===== config.mk =====
export PLATFORM = sky130hd
export DESIGN_NAME = srb_div
export DESIGN_NICKNAME = d
export VERILOG_FILES = /design/src/rtl/core/srb_pkg.sv /design/src/rtl/core/srb_div.sv
export SDC_FILE = /design/constraint.sdc
export NUM_CORES = 1
export LEC_CHECK = 0
export ABC_AREA = 0
export BUFFER_PORTS_ARGS = -buffer_cell sky130_fd_sc_hd__buf_2
export CORE_MARGIN = 5
export CORE_UTILIZATION = 53
export CTS_CLUSTER_SIZE = 25
export DETAILED_ROUTE_END_ITERATION = 8
export PLACE_DENSITY = 0.78
export SLEW_MARGIN = 15
export SYNTH_ARGS = -nofsm -noshare
export SYNTH_HDL_FRONTEND = slang
export SYNTH_SLANG_ARGS = --single-unit

===== constraint.sdc =====
create_clock -name clk -period 3.98 [get_ports clk]
set_clock_uncertainty 0.15 [all_clocks]
set_input_delay 0.398 -clock clk [delete_from_list [all_inputs] [get_ports clk]]
set_output_delay 0.398 -clock clk [all_outputs]
set_load 0.005 [all_outputs]

===== src/rtl/core/srb_pkg.sv =====
// Shared types, widths and status codes of the square root bounds unit.
`default_nettype none

package srb_pkg;

  localparam int WORD_BITS   = 64;
  localparam int MUL_CHUNK   = 16;
  localparam int MUL_CHUNKS  = WORD_BITS / MUL_CHUNK;
  localparam int MUL_KW      = $clog2(MUL_CHUNKS);
  localparam int SHIFT_BITS  = $clog2(WORD_BITS);
  localparam int CFG_BITS    = 6;
  localparam int STATUS_BITS = 2;

  localparam logic [CFG_BITS-1:0] CFG_RESET = CFG_BITS'(8);

  localparam logic [STATUS_BITS-1:0] STATUS_OK       = 2'd0;
  localparam logic [STATUS_BITS-1:0] STATUS_OVERFLOW = 2'd1;
  localparam logic [STATUS_BITS-1:0] STATUS_ZERO     = 2'd2;

  typedef logic [WORD_BITS-1:0] word_t;

  typedef struct packed {
    logic  start;
    word_t x;
    word_t y;
  } mul_req_t;

  typedef struct packed {
    logic  done;
    logic  ovf;
    word_t prod;
  } mul_rsp_t;

  typedef struct packed {
    logic  start;
    word_t x;
    word_t y;
  } gcd_req_t;

  typedef struct packed {
    logic  done;
    word_t g;
  } gcd_rsp_t;

  typedef struct packed {
    logic  start;
    word_t n0;
    word_t n1;
    word_t d;
  } div_req_t;

  typedef struct packed {
    logic  done;
    word_t q0;
    word_t q1;
  } div_rsp_t;

endpackage

`default_nettype wire


===== src/rtl/core/srb_div.sv =====
// Restoring divider: two 64-bit dividends over one shared divisor, a bit a cycle.
`default_nettype none

module srb_div import srb_pkg::*; (
  input  wire logic     clk,
  input  wire logic     rst,
  input  wire div_req_t req,
  output div_rsp_t      rsp
);

  logic                  busy;
  logic                  done;
  logic [SHIFT_BITS-1:0] cnt;
  word_t                 dr;
  word_t                 a0;
  word_t                 a1;
  word_t                 r0;
  word_t                 r1;
  logic [WORD_BITS:0]    rs0;
  logic [WORD_BITS:0]    rs1;
  logic                  fit0;
  logic                  fit1;

  always_comb begin
    rs0  = {r0, a0[WORD_BITS-1]};
    rs1  = {r1, a1[WORD_BITS-1]};
    fit0 = (rs0 >= {1'b0, dr});
    fit1 = (rs1 >= {1'b0, dr});
  end

  always_ff @(posedge clk) begin
    if (rst) begin
      busy <= 1'b0;
      done <= 1'b0;
    end else begin
      done <= 1'b0;
      if (req.start) begin
        busy <= 1'b1;
      end else if (busy && (cnt == '1)) begin
        busy <= 1'b0;
        done <= 1'b1;
      end
    end
  end

  // Dividend registers shift out their top bit and take in quotient bits.
  always_ff @(posedge clk) begin
    if (req.start) begin
      a0  <= req.n0;
      a1  <= req.n1;
      dr  <= req.d;
      r0  <= '0;
      r1  <= '0;
      cnt <= '0;
    end else if (busy) begin
      r0  <= fit0 ? WORD_BITS'(rs0 - {1'b0, dr}) : rs0[WORD_BITS-1:0];
      r1  <= fit1 ? WORD_BITS'(rs1 - {1'b0, dr}) : rs1[WORD_BITS-1:0];
      a0  <= {a0[WORD_BITS-2:0], fit0};
      a1  <= {a1[WORD_BITS-2:0], fit1};
      cnt <= cnt + SHIFT_BITS'(1);
    end
  end

  assign rsp.done = done;
  assign rsp.q0   = a0;
  assign rsp.q1   = a1;

endmodule

`default_nettype wire


==> impl_metrics.toml <==
[outcome]
status = "finished clean"

[sta]
fmax_ghz = 0.265
report.final.slew_viol_count = 0
post-route-min-period_ns = 3.77
tns_ns = 0
setup_ws_ns = 0.208
finalSetupViolations = 0
rsz0062_at_grt = "false"
tightest_slew_ns = 0.969
finalHoldViolations = 0
finalCritPeriodShare_pct = 94.8
hold_slack_ns = 0.0586
slew_headroom_pct = 35.4

[critical_path]
r2r_setup_slack_ns = 0.21
required_ns = 4.33
endpoint_kind = "flip-flop"
ff2ff_path_depth = 12
critPathArrivalTime_ns = 4.12
r2r-end = "r0[59]"
path_class = "reg2reg"
r2r-start = "dr[1]"
crit_fanout = 4
worst_setup_path_start_kind = "flip-flop"

[final_layout]
final_cells = 3301
layout_commonest_cell = "buf_2"
layout-area-overhead-vs-synth_pct = 24.4
nNetsFinal = 3070
final_cell_mix = "buf_2, a21oi_1, nor2_1, edfxtp_1, dlygate4sd3_1"
utilization_pct = 67.0
stdcell_area_sq_um = 26800
drive_gt1_share_pct = 22.6

[logic_synthesis]
synth_area_leaders = "edfxtp_1, dfxtp_1, ha_1, mux2_2, a21oi_1"
synth_cells = 2281
ys_types = 100
synth_edf_count = 192
ys_warn_count = 0
async_flop_share_pct = 0
seq_area_frac_synth_pct = 39.4
synth-main-ff-cell = "edfxtp_1"
synth_area_sq_um = 21500
ys_seq_elements = 328
netlist.area_leader.share_pct = 26.8
yosysTopAreaCell = "edfxtp_1"
synth_nets = 2607
syn_area_per_cell_sq_um = 9.44

[die]
ios = 324
core_area_sq_um = 40000
initial_core_util_pct = 53.8
rows = 73
die_area_sq_um = 44700
die_w_um = 212
die_h_um = 212

[clock_tree]
ctsRootBufferMaster = "clkbuf_16"
htree_num_levels = 2
cts_tree = "built"
clk_latency_ns = 0.59
numCtsBuffers = 38
clkTransAtPathRegs_ns = 0.06
clock_sinks = 328
clockBufferDepth = 3

[detailed_routing]
drt_iter0_drc = 1666
post_drt_wl_per_cell_um = 21.8
drt-total-wl_um = 72100
drtPass1Iterations = 6
via_per_inst = 6.04
drc = 0
vias = 19947
postRouteAntennaNets = 0

[grt]
first_global_vias = 19808
grt_pass1_wl_um = 111000
overflow = 0
grt_antenna_before_repair = 2
grt.total_usage_pct = 31.1
grt_max_degree = 129

[power_and_ir_drop]
power.internal_mw = 7.25
power_leakage_nw = 11.2
vdd_drop_max_mv = 0.392
p_clk_share_pct = 33.6
power_mw = 10.7
p_seq_share_pct = 38.8
p_sw_share_pct = 32.3
p_comb_share_pct = 27.6
power.density_nw_per_um2 = 400
power_switching_mw = 3.47

[placement]
place_area_sq_um = 23500
io_buffers = 323
dp_hpwl_um = 50400
dp.cells = 3035
pre_cts_ws_ns = 0.113
gp_congestion = 0.969

[worst_hold_path]
hp-start = "req[184]"
whs_path_depth = 2
hp-class = "in2reg"
holdPathEnd = "a0[56]"

[run]
cap_violations = 0
[state kept, by name, indices dropped and copies added (netlist names)]
register	cells
busy	1
cnt	6
done	1
r0	64
r1	64
a1	64
a0	64
dr	64
[kinds of logic (layout without fill, tap and decap cells)]
kind of cell / count (synthesis) / after routing / synth area share [%]
xor+xnor: 110 / 110 / 4.48
flops: 328 / 328 / 39.4
simple gates: 585 / 585 / 12.9
mux: 181 / 181 / 9.19
compound gates: 675 / 675 / 20.6
fa+ha+maj: 131 / 131 / 7.68
other cells: 0 / 2 / 0
buf+inv: 271 / 764 / 5.78
[power by group through the flow]
stage          registers (mW)  logic, mW  clock network [mW]
6_report                 4.15       2.96                3.60
3_3_place_gp             4.18       2.63                   0
5_1_grt                  4.18       3.21                3.80
2_1_floorplan            4.15       1.89                   0
4_1_cts                  4.13       2.84                3.62
3_5_place_dp             4.19       2.68                   0
[routing by layer]
| metal | up-vias | global-route usage [%] | wire [um] |
|---|---|---|---|
| li1 | 9320 | - | - |
| met1 | 9397 | 39.9 | 28700 |
| met2 | 1018 | 50.7 | 33400 |
| met3 | 210 | 5.45 | 5740 |
| met4 | 2 | 15.7 | 4200 |
| met5 | - | 0 | 7 |
[critical path, cell delays in order, from the launching register on]
cell and delay [ns]:
edfxtp_1 0.41, inv_1 0.11, ha_1 0.25, nor2b_1 0.14, o31a_1 0.28, o31ai_2 0.38, a31oi_2 0.22, o21ai_0 0.30
nand2_1 0.24, a211oi_4 0.41, o21ai_0 0.30, mux2_2 0.35, o21ai_1 0.14
[repair_timing]
action | 4_1_cts | 5_1_grt
endpoints found under the hold margin | 191 | 0
resized for setup | 0 | 12
setup endpoints to repair | 0 | 66
hold buffers | 190 | 0
setup buffers | 0 | 4
[Yosys cell counts (all sizes together) (8+ instances only)]
| library cell | count |
|---|---|
| o21a | 17 |
| a21oi | 222 |
| a21o | 55 |
| o211ai | 14 |
| nor4 | 10 |
| o211a | 8 |
| mux2i | 48 |
| o21ai | 134 |
| nor2 | 217 |
| buf | 54 |
| inv | 122 |
| xor2 | 37 |
| dfxtp | 136 |
| o31ai | 11 |
| a211oi | 98 |
| a21boi | 11 |
| and3 | 17 |
| nor3 | 28 |
| nand4 | 70 |
| mux2 | 133 |
| edfxtp | 192 |
| nand2b | 14 |
| a32oi | 11 |
| or3 | 9 |
| clkbuf | 92 |
| ha | 129 |
| nor2b | 19 |
| nand3 | 24 |
| a31oi | 20 |
| xnor2 | 73 |
| o21bai | 28 |
| nand2 | 148 |
[how the worst max path moves through the flow]
stage,from,to,slack [ns],cells after the start
2_1_floorplan,req[192],a0[0],0.16,5
3_3_place_gp,dr[1],r0[5],0.21,14
3_5_place_dp,dr[1],r0[5],0.11,14
4_1_cts,dr[11],r0[21],0.07,13
5_1_grt,dr[1],r0[59],0.004,12
6_report,dr[1],r0[59],0.21,12
[final cells by class]
| type | count | area, sq um |
|---|---|---|
| fillers | 3096 | 13200 |
| well taps | 525 | 657 |
| repair buffers | 570 | 4040 |
| flip-flops and latches | 328 | 8490 |
| diodes | 2 | 5.00 |
| multi-input cells | 1682 | 11900 |
| clock buffers | 46 | 991 |
| inverters | 124 | 469 |
| clock inverters | 24 | 260 |
Note: power is estimated with default switching activity, not from simulation.
