### config.mk
export PLATFORM = sky130hd
export DESIGN_NAME = srb_mul
export DESIGN_NICKNAME = d
export VERILOG_FILES = /design/src/rtl/core/srb_pkg.sv /design/src/rtl/core/srb_mul.sv
export SDC_FILE = /design/constraint.sdc
export NUM_CORES = 2
export LEC_CHECK = 0
export ABC_CLOCK_PERIOD_IN_PS = 10600
export BUFFER_PORTS_ARGS = -buffer_cell sky130_fd_sc_hd__buf_2
export CORE_MARGIN = 3
export CORE_UTILIZATION = 25
export CTS_CLUSTER_SIZE = 20
export DETAILED_ROUTE_END_ITERATION = 12
export GPL_TIMING_DRIVEN = 1
export SLEW_MARGIN = 20
export SYNTH_ARGS = -nofsm -noshare
export SYNTH_HDL_FRONTEND = slang
export SYNTH_SLANG_ARGS = --single-unit
### constraint.sdc
create_clock -name clk -period 10.6 [get_ports clk]
set_input_delay 1.59 -clock clk [delete_from_list [all_inputs] [get_ports clk]]
set_output_delay 1.59 -clock clk [all_outputs]
set_load 0.1 [all_outputs]
### src/rtl/core/srb_pkg.sv
// Shared types, widths and status codes of the square root bounds unit.
`default_nettype none

package srb_pkg;

  localparam int WORD_BITS   = 64;
  localparam int MUL_CHUNK   = 16;
  localparam int MUL_CHUNKS  = WORD_BITS / MUL_CHUNK;
  localparam int MUL_KW      = $clog2(MUL_CHUNKS);
  localparam int SHIFT_BITS  = $clog2(WORD_BITS);
  localparam int CFG_BITS    = 6;
  localparam int STATUS_BITS = 2;

  localparam logic [CFG_BITS-1:0] CFG_RESET = CFG_BITS'(8);

  localparam logic [STATUS_BITS-1:0] STATUS_OK       = 2'd0;
  localparam logic [STATUS_BITS-1:0] STATUS_OVERFLOW = 2'd1;
  localparam logic [STATUS_BITS-1:0] STATUS_ZERO     = 2'd2;

  typedef logic [WORD_BITS-1:0] word_t;

  typedef struct packed {
    logic  start;
    word_t x;
    word_t y;
  } mul_req_t;

  typedef struct packed {
    logic  done;
    logic  ovf;
    word_t prod;
  } mul_rsp_t;

  typedef struct packed {
    logic  start;
    word_t x;
    word_t y;
  } gcd_req_t;

  typedef struct packed {
    logic  done;
    word_t g;
  } gcd_rsp_t;

  typedef struct packed {
    logic  start;
    word_t n0;
    word_t n1;
    word_t d;
  } div_req_t;

  typedef struct packed {
    logic  done;
    word_t q0;
    word_t q1;
  } div_rsp_t;

endpackage

`default_nettype wire

### src/rtl/core/srb_mul.sv
// Multi-cycle 64-bit multiplier, 16 multiplier bits a cycle, with overflow flag.
`default_nettype none

module srb_mul import srb_pkg::*; (
  input  wire logic     clk,
  input  wire logic     rst,
  input  wire mul_req_t req,
  output mul_rsp_t      rsp
);

  logic                         busy;
  logic                         done;
  word_t                        xr;
  word_t                        yr;
  word_t                        y_rest;
  logic [MUL_KW-1:0]            k;
  logic [2*WORD_BITS-1:0]       acc;
  logic [2*WORD_BITS-1:0]       addend;
  logic [WORD_BITS+MUL_CHUNK-1:0] part;

  always_comb begin
    part   = xr * yr[MUL_CHUNK-1:0];
    addend = {{(WORD_BITS-MUL_CHUNK){1'b0}}, part} << (MUL_CHUNK * k);
    y_rest = yr >> MUL_CHUNK;
  end

  always_ff @(posedge clk) begin
    if (rst) begin
      busy <= 1'b0;
      done <= 1'b0;
    end else begin
      done <= 1'b0;
      if (req.start) begin
        busy <= 1'b1;
      end else if (busy && (y_rest == '0)) begin
        busy <= 1'b0;
        done <= 1'b1;
      end
    end
  end

  always_ff @(posedge clk) begin
    if (req.start) begin
      xr  <= req.x;
      yr  <= req.y;
      acc <= '0;
      k   <= '0;
    end else if (busy) begin
      acc <= acc + addend;
      yr  <= y_rest;
      k   <= k + MUL_KW'(1);
    end
  end

  // Anything above the low word means the product does not fit.
  assign rsp.done = done;
  assign rsp.prod = acc[WORD_BITS-1:0];
  assign rsp.ovf  = |acc[2*WORD_BITS-1:WORD_BITS];

endmodule

`default_nettype wire

==> reports/results.ini <==
[status]
run_status=finished clean

[route]
routedWlPerCell_um=20.0
drt-initial-drc-count=3685
detail_route.first_pass.iterations=5
via_count=44600
drt_drc_violations_left=0
detail_route.vias_per_cell=4.85
ant_nets=0
wl_um=184000

[layout]
area_delta_synth_final_pct=14.9
layout.cells.non_filler=9196
drive_gt1_share_pct=13.1
ff_latch_area_um2=6490
fin_nets=7659
multi_input_comb_area_um2=40300
count_of_fill_cells_added_during_filler_insertion=21900

[critical_path]
r2r_slack_ps=270
worst-path-max-fanout=38
worst_ep_arrival_time_ps=10870
required_ps=11150
startpoint_of_the_worst_register_to_register_path=yr[7]
worst_setup_path_end_kind=flip-flop
slowest_cell_on_the_critical_path=sky130_fd_sc_hd__fa_1
type_of_the_setup_path_with_the_least_slack=flip-flop to flip-flop
max_stage_delay_ps=580
r2r.worst_path.cells=35
rr_endpoint=acc[127]
critical_path.startpoint_type=flip-flop
critical-path-top-cell-by-count=sky130_fd_sc_hd__fa_1

[placed_design]
finalWeightedCongestion=0.959
detailed_place_hpwl_um=151000
placed_cells=9086
port_buffers=196

[synth]
yosys_warnings=0
synthDominantAreaCellType=sky130_fd_sc_hd__fa_1
netlist_area_um2=52100
yosysMostFrequentCell=sky130_fd_sc_hd__inv_1
yosys-top-cells-area=sky130_fd_sc_hd__fa_1 33%, sky130_fd_sc_hd__edfxtp_1 7.4%, sky130_fd_sc_hd__inv_1 7.0%
synth_top_flop_cell=sky130_fd_sc_hd__dfxtp_1
synth_enable_flop_cells=128
postSynth.asyncResetShare_pct=0
postSynthAreaPerCell_um2=8.48
synthDistinctLibCells=99
syn-num-nets=7418
synth_largest_type_area_fraction_pct=33.3
sequential_to_total_area_share_from_yosys_stat_pct=12.5
synth-seq-cells=260
netlist_instances=6141
ys_top_cells_by_count=969 x sky130_fd_sc_hd__inv_1, 959 x sky130_fd_sc_hd__nand2_1, 867 x sky130_fd_sc_hd__fa_1, 384 x sky130_fd_sc_hd__and2_1, 326 x sky130_fd_sc_hd__a21oi_1

[sta]
tns_ps=0
worst-slew-pin-transition_ps=1250
timing.slew.headroom_pct=16.2
fin_crit_ps=10330
final_max_slew_viol_count=0
grt_setup_unrepaired=true
clock_skew_after_layout_ps=45.6
finalSetupViolations=0
finalHoldViolCount=0
final.period_utilization_pct=97.4
max_clk_rate_ghz=0.0968
timing.hold.ws_ps=483

[cts]
worst_setup_hold_path_clk_slew_ps=60
tritoncts=done
tritoncts.num_buffers=39
cts_max_level=2
clock_sinks=260
clk-insertion-delay-late_ps=650
cts-hold-fix-buffers=0
clk_root_buffer_cell=sky130_fd_sc_hd__clkbuf_16
clockBufferDepth=3

[global_route]
first_global_vias=46400
grt_max_degree=77
grt_total_ovfl=0
global_route_wire_length_before_repair_um=286000
groute.usage.overall_pct=17.1
grt_antenna_before_repair=37

[floorplanning]
floorplan.initialDensity_pct=25.3
core_area_um2=206000
row_count=166
design.portCount=197
die_area_um2=214000
die_height_um=462
die_w_um=462

[hold_path]
min_delay_worst_endpoint=acc[64]
hold_start=acc[64]
hold_depth=2
timing.hold.worst.class=flip-flop to flip-flop

[flow_run]
maxCapViolations=0

==> metal layers <==
layer	track usage (%)	part of all wire [%]	routed length, um
met1	23.3	44	80600
met2	27.0	45	82900
met3	3.25	7.4	13600
met4	5.86	3.8	7070
met5	0	0.044	82
==> cells by family (layout without fill, tap and decap cells) <==
family,count (synthesis),in the layout,synth area share (%)
muxes,167,167,3.40
DFF,260,260,12.5
and+or+nand+nor,1985,1985,17.9
other,0,13,0
AOI/OAI and AO/OA,1017,1017,12.6
buffers and inverters,1387,1657,10.6
xor gates and xnor gates,179,179,3.01
adders and majority gates,1146,1146,40.1
==> sequential cells by signal, summed over array words and instances, names as in the netlist <==
signal / cells
acc: 128
busy: 1
done: 1
k: 2
xr: 64
yr: 64
==> metrics by stage <==
step | utilization (%) | area (um2) | setup WS (ps)
detailed placement | 28.2 | 58000 | 124
finish | 29.1 | 59800 | 271
CTS | 28.8 | 59200 | 4.75
global route | 29.0 | 59800 | -70.0
global placement | 28.2 | 58000 | 106
floorplan | - | 52100 | 1390
==> critical path, delay by kind of cell (launching register included) <==
family,cells,cell delay [ps]
AND/OR/NAND/NOR,9,1930
flip-flops,1,370
XOR/XNOR,1,470
AO/OA/AOI/OAI,8,2000
adder cells (fa/ha/maj),8,3800
buffers and inverters,7,1110
multiplexers,2,460
==> cell type report <==
| cell class | instances | share of cell area (%) |
|---|---|---|
| tap | 2772 | 5.80 |
| clock inverter | 19 | 0.316 |
| inverter | 970 | 6.09 |
| antenna | 13 | 0.0544 |
| multi-input combinational | 4494 | 67.4 |
| clock buffer | 51 | 1.76 |
| timing repair buffer | 617 | 7.69 |
| sequential | 260 | 10.9 |
==> timing repair <==
action | CTS | global route
pin swaps | 0 | 2
setup buffers | 0 | 27
gates resized for setup | 1 | 66
setup endpoints to repair | 1 | 55
==> how the worst max path moves through the flow <==
stage                           to  slack, ps  cells after the start    from
after floorplan           acc[116]       1390                     37   yr[1]
after global placement    acc[127]        110                     34  xr[25]
after detailed placement  acc[127]        120                     34  xr[25]
after CTS                 acc[127]          5                     35  yr[10]
after global routing      acc[127]        -70                     37   yr[1]
final                     acc[127]        270                     35   yr[7]
==> cell usage in the layout, fill, tap and decap left out, types with 18 or more instances in the layout <==
| master | count |
|---|---|
| sky130_fd_sc_hd__and2_1 | 384 |
| sky130_fd_sc_hd__o21ai_1 | 25 |
| sky130_fd_sc_hd__o21a_1 | 37 |
| sky130_fd_sc_hd__nand4_1 | 103 |
| sky130_fd_sc_hd__mux2_2 | 59 |
| sky130_fd_sc_hd__or3_1 | 20 |
| sky130_fd_sc_hd__fa_1 | 867 |
| sky130_fd_sc_hd__xnor2_1 | 103 |
| sky130_fd_sc_hd__o22ai_1 | 18 |
| sky130_fd_sc_hd__nor4_1 | 34 |
| sky130_fd_sc_hd__clkbuf_16 | 39 |
| sky130_fd_sc_hd__o211ai_1 | 18 |
| sky130_fd_sc_hd__buf_4 | 379 |
| sky130_fd_sc_hd__buf_12 | 33 |
| sky130_fd_sc_hd__a21oi_1 | 321 |
| sky130_fd_sc_hd__o21ai_0 | 197 |
| sky130_fd_sc_hd__o21bai_1 | 58 |
| sky130_fd_sc_hd__nor2_1 | 276 |
| sky130_fd_sc_hd__nand2_1 | 959 |
| sky130_fd_sc_hd__mux2i_1 | 97 |
| sky130_fd_sc_hd__inv_1 | 966 |
| sky130_fd_sc_hd__nand3_1 | 43 |
| sky130_fd_sc_hd__xor2_1 | 70 |
| sky130_fd_sc_hd__edfxtp_1 | 128 |
| sky130_fd_sc_hd__dfxtp_1 | 130 |
| sky130_fd_sc_hd__nor3_1 | 46 |
| sky130_fd_sc_hd__and3_1 | 25 |
| sky130_fd_sc_hd__o31ai_1 | 19 |
| sky130_fd_sc_hd__nand2b_1 | 22 |
| sky130_fd_sc_hd__a21o_1 | 133 |
| sky130_fd_sc_hd__buf_2 | 195 |
| sky130_fd_sc_hd__ha_1 | 269 |
Power is not shown: default switching activity piles up to over one toggle a cycle in this logic, so the estimate is an artifact.
